### src/rtl/tia_pkg.sv
`timescale 1ns / 1ps
// ----------------------------------------------------------------------------
// tia_pkg
// Telnet command byte codes and option codes used by the negotiator module.
// ----------------------------------------------------------------------------
package tia_pkg;

    localparam logic [7:0] TN_IAC      = 8'hFF;
    localparam logic [7:0] TN_SB       = 8'hFA;
    localparam logic [7:0] TN_SE       = 8'hF0;
    localparam logic [7:0] TN_WILL     = 8'hFB;
    localparam logic [7:0] TN_WONT     = 8'hFC;
    localparam logic [7:0] TN_DO       = 8'hFD;
    localparam logic [7:0] TN_DONT     = 8'hFE;
    localparam logic [7:0] TELOPT_ECHO = 8'h01;
    localparam logic [7:0] TELOPT_SGA  = 8'h03;

    typedef logic [7:0] tn_byte_t;

endpackage

### src/rtl/tia_rx_if.sv
`timescale 1ns / 1ps
// ----------------------------------------------------------------------------
// tia_rx_if
// Receive byte channel: one telnet byte per word.
// ----------------------------------------------------------------------------
interface tia_rx_if;

    logic       valid;
    logic       ready;
    logic [7:0] rx_byte;

    modport source (output valid, output rx_byte, input ready);
    modport sink   (input valid, input rx_byte, output ready);

endinterface

### src/rtl/tia_res_if.sv
`timescale 1ns / 1ps
// ----------------------------------------------------------------------------
// tia_res_if
// Result channel: data pass-through, negotiation reply and echo flag.
// ----------------------------------------------------------------------------
interface tia_res_if;

    logic       valid;
    logic       ready;
    logic       data_valid;
    logic [7:0] data_byte;
    logic       reply_valid;
    logic [7:0] reply_command;
    logic [7:0] reply_option;
    logic       server_echo;

    modport source (
        output valid, output data_valid, output data_byte, output reply_valid,
        output reply_command, output reply_option, output server_echo,
        input  ready
    );
    modport sink (
        input  valid, input data_valid, input data_byte, input reply_valid,
        input  reply_command, input reply_option, input server_echo,
        output ready
    );

endinterface

### src/rtl/telnet_iac_negotiator.sv
`timescale 1ns / 1ps
// ----------------------------------------------------------------------------
// telnet_iac_negotiator
// Strips telnet IAC sequences from a received byte stream, passes user data
// and produces DO/DONT/WONT replies plus the server echo flag.
// ----------------------------------------------------------------------------
//  channel | dir | payload                                     | words
//  rx      | in  | rx_byte                                     | 1 per byte
//  res     | out | data_valid data_byte reply_valid             | 1 per rx word
//          |     | reply_command reply_option server_echo      |
//
//  One byte per clock while res.ready is high; a result appears the cycle after
//  its byte is taken, from the single result register behind the parser logic.
//  rx.ready stays high while the result register is empty or being drained;
//  it drops only when a result is held and res.ready is low.
//  rst_n (async, low) returns the parser to normal data and clears the echo
//  flag and the result register.
// ----------------------------------------------------------------------------
module telnet_iac_negotiator (
    input  logic      clk,
    input  logic      rst_n,
    tia_rx_if.sink    rx,
    tia_res_if.source res
);
    import tia_pkg::*;

    typedef enum logic [2:0] {
        ST_NORMAL,
        ST_IAC,
        ST_VERB,
        ST_SUB,
        ST_SUB_IAC
    } parse_state_t;

    parse_state_t state_reg, state_next;
    tn_byte_t     verb_reg, verb_next;
    logic         echo_reg, echo_next;

    logic         out_valid_reg;
    logic         dv_reg, dv_next;
    tn_byte_t     db_reg, db_next;
    logic         rv_reg, rv_next;
    tn_byte_t     rc_reg, rc_next;
    tn_byte_t     ro_reg, ro_next;

    logic         accept;
    tn_byte_t     b;

    assign rx.ready = !out_valid_reg || res.ready;
    assign accept   = rx.valid && rx.ready;
    assign b        = rx.rx_byte;

    always_comb
    begin
        state_next = state_reg;
        verb_next  = verb_reg;
        echo_next  = echo_reg;
        dv_next    = 1'b0;
        rv_next    = 1'b0;
        rc_next    = '0;
        ro_next    = '0;
        unique case (state_reg)
            ST_NORMAL:
            begin
                if (b == TN_IAC)
                    state_next = ST_IAC;
                else
                    dv_next = 1'b1;
            end
            ST_IAC:
            begin
                if (b == TN_IAC)
                begin
                    state_next = ST_NORMAL;
                    dv_next    = 1'b1;
                end
                else if (b == TN_SB)
                    state_next = ST_SUB;
                else if (b == TN_WILL || b == TN_WONT || b == TN_DO || b == TN_DONT)
                begin
                    verb_next  = b;
                    state_next = ST_VERB;
                end
                else
                    state_next = ST_NORMAL;
            end
            ST_VERB:
            begin
                state_next = ST_NORMAL;
                if (verb_reg == TN_WILL)
                begin
                    rv_next = 1'b1;
                    ro_next = b;
                    if (b == TELOPT_ECHO)
                    begin
                        echo_next = 1'b1;
                        rc_next   = TN_DO;
                    end
                    else if (b == TELOPT_SGA)
                        rc_next = TN_DO;
                    else
                        rc_next = TN_DONT;
                end
                else if (verb_reg == TN_DO)
                begin
                    rv_next = 1'b1;
                    rc_next = TN_WONT;
                    ro_next = b;
                end
                else if (verb_reg == TN_WONT && b == TELOPT_ECHO)
                    echo_next = 1'b0;
            end
            ST_SUB:
            begin
                if (b == TN_IAC)
                    state_next = ST_SUB_IAC;
            end
            ST_SUB_IAC:
            begin
                state_next = (b == TN_SE) ? ST_NORMAL : ST_SUB;
            end
            default:
            begin
                state_next = ST_NORMAL;
            end
        endcase
        db_next = dv_next ? b : '0;
    end

    always_ff @(posedge clk or negedge rst_n)
    begin
        if (!rst_n)
        begin
            state_reg     <= ST_NORMAL;
            verb_reg      <= '0;
            echo_reg      <= 1'b0;
            out_valid_reg <= 1'b0;
            dv_reg        <= 1'b0;
            db_reg        <= '0;
            rv_reg        <= 1'b0;
            rc_reg        <= '0;
            ro_reg        <= '0;
        end
        else
        begin
            if (accept)
            begin
                state_reg     <= state_next;
                verb_reg      <= verb_next;
                echo_reg      <= echo_next;
                out_valid_reg <= 1'b1;
                dv_reg        <= dv_next;
                db_reg        <= db_next;
                rv_reg        <= rv_next;
                rc_reg        <= rc_next;
                ro_reg        <= ro_next;
            end
            else if (res.ready)
                out_valid_reg <= 1'b0;
        end
    end

    assign res.valid         = out_valid_reg;
    assign res.data_valid    = dv_reg;
    assign res.data_byte     = db_reg;
    assign res.reply_valid   = rv_reg;
    assign res.reply_command = rc_reg;
    assign res.reply_option  = ro_reg;
    assign res.server_echo   = echo_reg;

`ifndef NO_ASSERTIONS
    // a byte is either data or part of a command, never both
    a_data_xor_reply: assert property (@(posedge clk) disable iff (!rst_n)
        res.valid |-> !(res.data_valid && res.reply_valid))
        else $error("data and reply flagged in one word");

    a_reply_code: assert property (@(posedge clk) disable iff (!rst_n)
        (res.valid && res.reply_valid) |->
            (res.reply_command == TN_DO || res.reply_command == TN_DONT ||
             res.reply_command == TN_WONT))
        else $error("reply command not DO/DONT/WONT");

    a_echo_hold: assert property (@(posedge clk) disable iff (!rst_n)
        !accept |=> $stable(echo_reg))
        else $error("echo flag changed without an rx word");

    // held result must back-pressure the receive side
    a_stall_blocks_rx: assert property (@(posedge clk) disable iff (!rst_n)
        (res.valid && !res.ready) |-> !rx.ready)
        else $error("rx taken while result register is stalled");
`endif

endmodule
### src/flat_wrapper.sv
// flat-port wrapper written by rule: the top's interface ports become plain ports
module telnet_iac_negotiator_flat import tia_pkg::*;
  (clk, rst_n, rx_valid, rx_rx_byte, rx_ready, res_valid, res_data_valid, res_data_byte, res_reply_valid, res_reply_command, res_reply_option, res_server_echo, res_ready);
  tia_rx_if rx_i ();
  tia_res_if res_i ();
  input  logic clk;
  input  logic rst_n;
  input wire logic [$bits(rx_i.valid)-1:0] rx_valid;
  input wire logic [$bits(rx_i.rx_byte)-1:0] rx_rx_byte;
  output wire logic [$bits(rx_i.ready)-1:0] rx_ready;
  output wire logic [$bits(res_i.valid)-1:0] res_valid;
  output wire logic [$bits(res_i.data_valid)-1:0] res_data_valid;
  output wire logic [$bits(res_i.data_byte)-1:0] res_data_byte;
  output wire logic [$bits(res_i.reply_valid)-1:0] res_reply_valid;
  output wire logic [$bits(res_i.reply_command)-1:0] res_reply_command;
  output wire logic [$bits(res_i.reply_option)-1:0] res_reply_option;
  output wire logic [$bits(res_i.server_echo)-1:0] res_server_echo;
  input wire logic [$bits(res_i.ready)-1:0] res_ready;
  assign rx_i.valid = rx_valid;
  assign rx_i.rx_byte = rx_rx_byte;
  assign rx_ready = rx_i.ready;
  assign res_valid = res_i.valid;
  assign res_data_valid = res_i.data_valid;
  assign res_data_byte = res_i.data_byte;
  assign res_reply_valid = res_i.reply_valid;
  assign res_reply_command = res_i.reply_command;
  assign res_reply_option = res_i.reply_option;
  assign res_server_echo = res_i.server_echo;
  assign res_i.ready = res_ready;
  telnet_iac_negotiator u_core (.clk(clk), .rst_n(rst_n), .rx(rx_i), .res(res_i));
endmodule
### config.mk
export PLATFORM = sky130hd
export DESIGN_NAME = telnet_iac_negotiator_flat
export DESIGN_NICKNAME = d
export VERILOG_FILES = /design/src/rtl/tia_pkg.sv /design/src/rtl/tia_rx_if.sv /design/src/rtl/tia_res_if.sv /design/src/rtl/telnet_iac_negotiator.sv /design/src/flat_wrapper.sv
export SDC_FILE = /design/constraint.sdc
export NUM_CORES = 1
export LEC_CHECK = 0
export ABC_AREA = 1
export BUFFER_PORTS_ARGS = -buffer_cell sky130_fd_sc_hd__clkbuf_2
export CORE_ASPECT_RATIO = 1.25
export CORE_MARGIN = 2
export CORE_UTILIZATION = 56
export DETAILED_ROUTE_END_ITERATION = 8
export PLACE_DENSITY = 0.89
export RECOVER_POWER = 25
export REMOVE_ABC_BUFFERS = 1
export SYNTH_ARGS = -nofsm -noshare
export SYNTH_HDL_FRONTEND = slang
export SYNTH_SLANG_ARGS = --single-unit
### constraint.sdc
create_clock -name clk -period 2.6 [get_ports clk]
set_input_delay 0.52 -clock clk [delete_from_list [all_inputs] [get_ports clk]]
set_output_delay 0.52 -clock clk [all_outputs]
set_load 0.005 [all_outputs]
==> flow_metrics.tcl <==
set metrics [dict create \
    status "complete, but fails checks" \
    violations "capacitance limit, slew limit" \
    crit_chain "clkbuf_1" \
    yosys_warnings 0 \
    critPathBufInv 1 \
    synth.top_cells.by_count "nand2_1, dfrtp_1, nand3_1" \
    synth_most_common_cell "nand2_1" \
    cts_resized 0 \
    final_area_um2 1894 \
    synth_area_per_cell_um2 7.841 \
    htree_levels 2 \
    cpPeakStageDelay_ps 1190 \
    core_region_area_um2 2706 \
    num_vias 1433 \
    synth_area_leader_cell "dfrtp_1" \
    leakagePower_nw 1.135 \
    wl_um 3217 \
    grt_overflow 0 \
    holdPathEnd "u_core.res.reply_option[5]$_DFFE_PN0P_" \
    area_growth_pct 17.27 \
    power.switching_uw 471.3 \
    rows 21 \
    syn-instance-count 206 \
    synth_cell_types 20 \
    hold_ws_ps 448.0 \
    grt_antenna_before_repair 0 \
    cp_slowest_cell "clkbuf_1" \
    antenna_left 0 \
    synth_edf_count 0 \
    async_flop_share_pct 100.0 \
    whs_path_depth 3 \
    post_dp_cell_area_um2 1810 \
    holdCritStartpoint "rx_rx_byte[5]" \
    cts_hold_buf 0 \
    seq_power_share_pct 44.9 \
    gp_routability_congestion 0.8447 \
    synthDominantCellAreaShare_pct 51.12 \
    grt_pass1_wl_um 5561 \
    die_h_um 64.05 \
    max_slew_margin_pct -12.13 \
    drc 0 \
    grt_usage_pct 22.71 \
    clockPowerShare_pct 27.3 \
    reg2reg_from "u_core.state_reg[2]$_DFFE_PN0P_" \
    fin_crit_sh_pct 60.78 \
    crit_arrival_ps 1720 \
    ir_worst_vdd_mv 0.8428 \
    endpoint_kind "asynchronous set/reset pin" \
    port_buffers 40 \
    path_max_fanout 33 \
    clkLatencyLatePin_ps 330 \
    clk_pin_slew_worst_paths_ps 100 \
    viasPerCell 5.118 \
    tns_ps 0 \
    drt_iter0_drc 53 \
    r2r_end "u_core.res.server_echo$_DFFE_PN0P_" \
    ctsRootBufferMaster "clkbuf_4" \
    power_density_nw_per_um2 760.4 \
    startpoint_type "primary input" \
    synth-seq-cells 33 \
    layout_min_cycle_time_ps 1580 \
    path_delay_family "buffers and inverters" \
    dpl.hpwl_um 2393 \
    ioPinCount 41 \
    setup_violations 0 \
    rsz0062_at_grt "no" \
    ys_seq_area_share_pct 51.12 \
    hold_violations 0 \
    first_pass_iters 5 \
    grt_max_degree 34 \
    numCtsBuffers 5 \
    grt_pass1_vias 1325 \
    die_area_um2 3333 \
    syn-cell-area_um2 1615 \
    postCtsSetupRepairBufs 0 \
    initial_core_util_pct 59.69 \
    r2r_slack_ps 1180 \
    die_width_um 52.04 \
    clock-skew-final_ps 9.775 \
    antenna_cells 0 \
    min_path_type "primary input to flip-flop" \
    cts_buffer_depth 2 \
    comb_power_share_pct 27.7 \
    max_freq_mhz 632.8 \
    cts_tree "yes" \
    cp.required_ps 2740 \
    worst_pin_slew_ps 1682 \
    layout.nets 257 \
    path_class "primary input to asynchronous set/reset pin" \
    reg2reg_depth 8 \
    p_int_uw 969.1 \
    p_sw_share_pct 32.72 \
    synth-main-ff-cell "dfrtp_1" \
    synthTopCellsByArea "dfrtp_1, nand2_1, nand3_1, inv_1, nor2_1" \
    wl_per_cell_um 11.49 \
    drive_gt1_share_pct 24.39 \
    slew_viol_final 34 \
    cts_sinks 33 \
    maxCapViolCount 1 \
]
-- worst register-to-register path, stage by stage, from the launching register on --
cell and delay [ps]:
dfrtp_1 430, inv_1 110, nand3_1 100, nor2_1 110, buf_4 180, nand2_1 60, nor2_1 180, nand3_1 90
nand2_1 90
-- routing by layer --
layer  GRT usage (%)  up-vias  share of wire [%]
li1                -      714                  -
met1           26.18      667                 40
met2           36.71       45                 52
met3           8.178        7                6.4
met4           10.86        0                2.1
met5               0        -                  0
-- kinds of logic (layout without fill, tap and decap cells) --
| group | count (synthesis) | count (layout) | share of synthesized area [%] |
|---|---|---|---|
| AO/OA/AOI/OAI | 2 | 2 | 1.317 |
| buffers and inverters | 31 | 71 | 8.830 |
| flip-flops | 33 | 33 | 51.12 |
| AND/OR/NAND/NOR | 140 | 140 | 38.73 |
-- power by group through the flow --
stage               Combinational [mW]  Clock, mW  Sequential (mW)
floorplan                        0.255          0            0.657
global placement                 0.388          0            0.655
detailed placement               0.399          0            0.657
CTS                              0.401      0.402            0.647
global route                     0.460      0.435            0.659
finish                           0.399      0.394            0.647
-- placed cells by master, fill, tap and decap left out, types with 2 or more instances in the layout --
cell       n
nor2_4     2
clkbuf_1   2
dfrtp_1   33
nand2_1   85
buf_4      2
nor2_1    14
clkbuf_4   5
inv_1     20
nand2_2    4
clkbuf_2  39
nand3_1   26
nand4_1    3
-- how the worst max path moves through the flow --
stage,from,endpoint,depth (start not counted)
3_5_place_dp,res_ready,u_core.state_reg[0]$_DFFE_PN0P_,9
4_1_cts,u_core.res.valid$_DFFE_PN0P_,rx_ready,2
5_1_grt,rst_n,u_core.res.reply_option[6]$_DFFE_PN0P_,1
3_3_place_gp,res_ready,u_core.res.server_echo$_DFFE_PN0P_,10
2_1_floorplan,res_ready,u_core.res.server_echo$_DFFE_PN0P_,8
6_report,rst_n,u_core.res.reply_option[6]$_DFFE_PN0P_,1
-- layout make-up --
cell class / instances / area, um2
Inverter: 21 / 80.08
Clock inverter: 1 / 30.03
Timing Repair Buffer: 42 / 214.0
Clock buffer: 7 / 55.05
Multi-Input combinational cell: 142 / 646.9
Tap cell: 34 / 42.54
Sequential cell: 33 / 825.8
Fill cell: 213 / 812.0
-- per-stage QoR --
step	util [%]	setup WS, ps	instances	power, mW
3_5_place_dp	66.90	956.9	272	1.056
6_report	70.00	1020	280	1.440
5_1_grt	70.00	662.4	280	1.553
4_1_cts	70.04	1122	280	1.449
3_3_place_gp	66.90	1007	272	1.043
2_1_floorplan	-	698.3	196	0.9122
(Power assumes the default switching activity.)
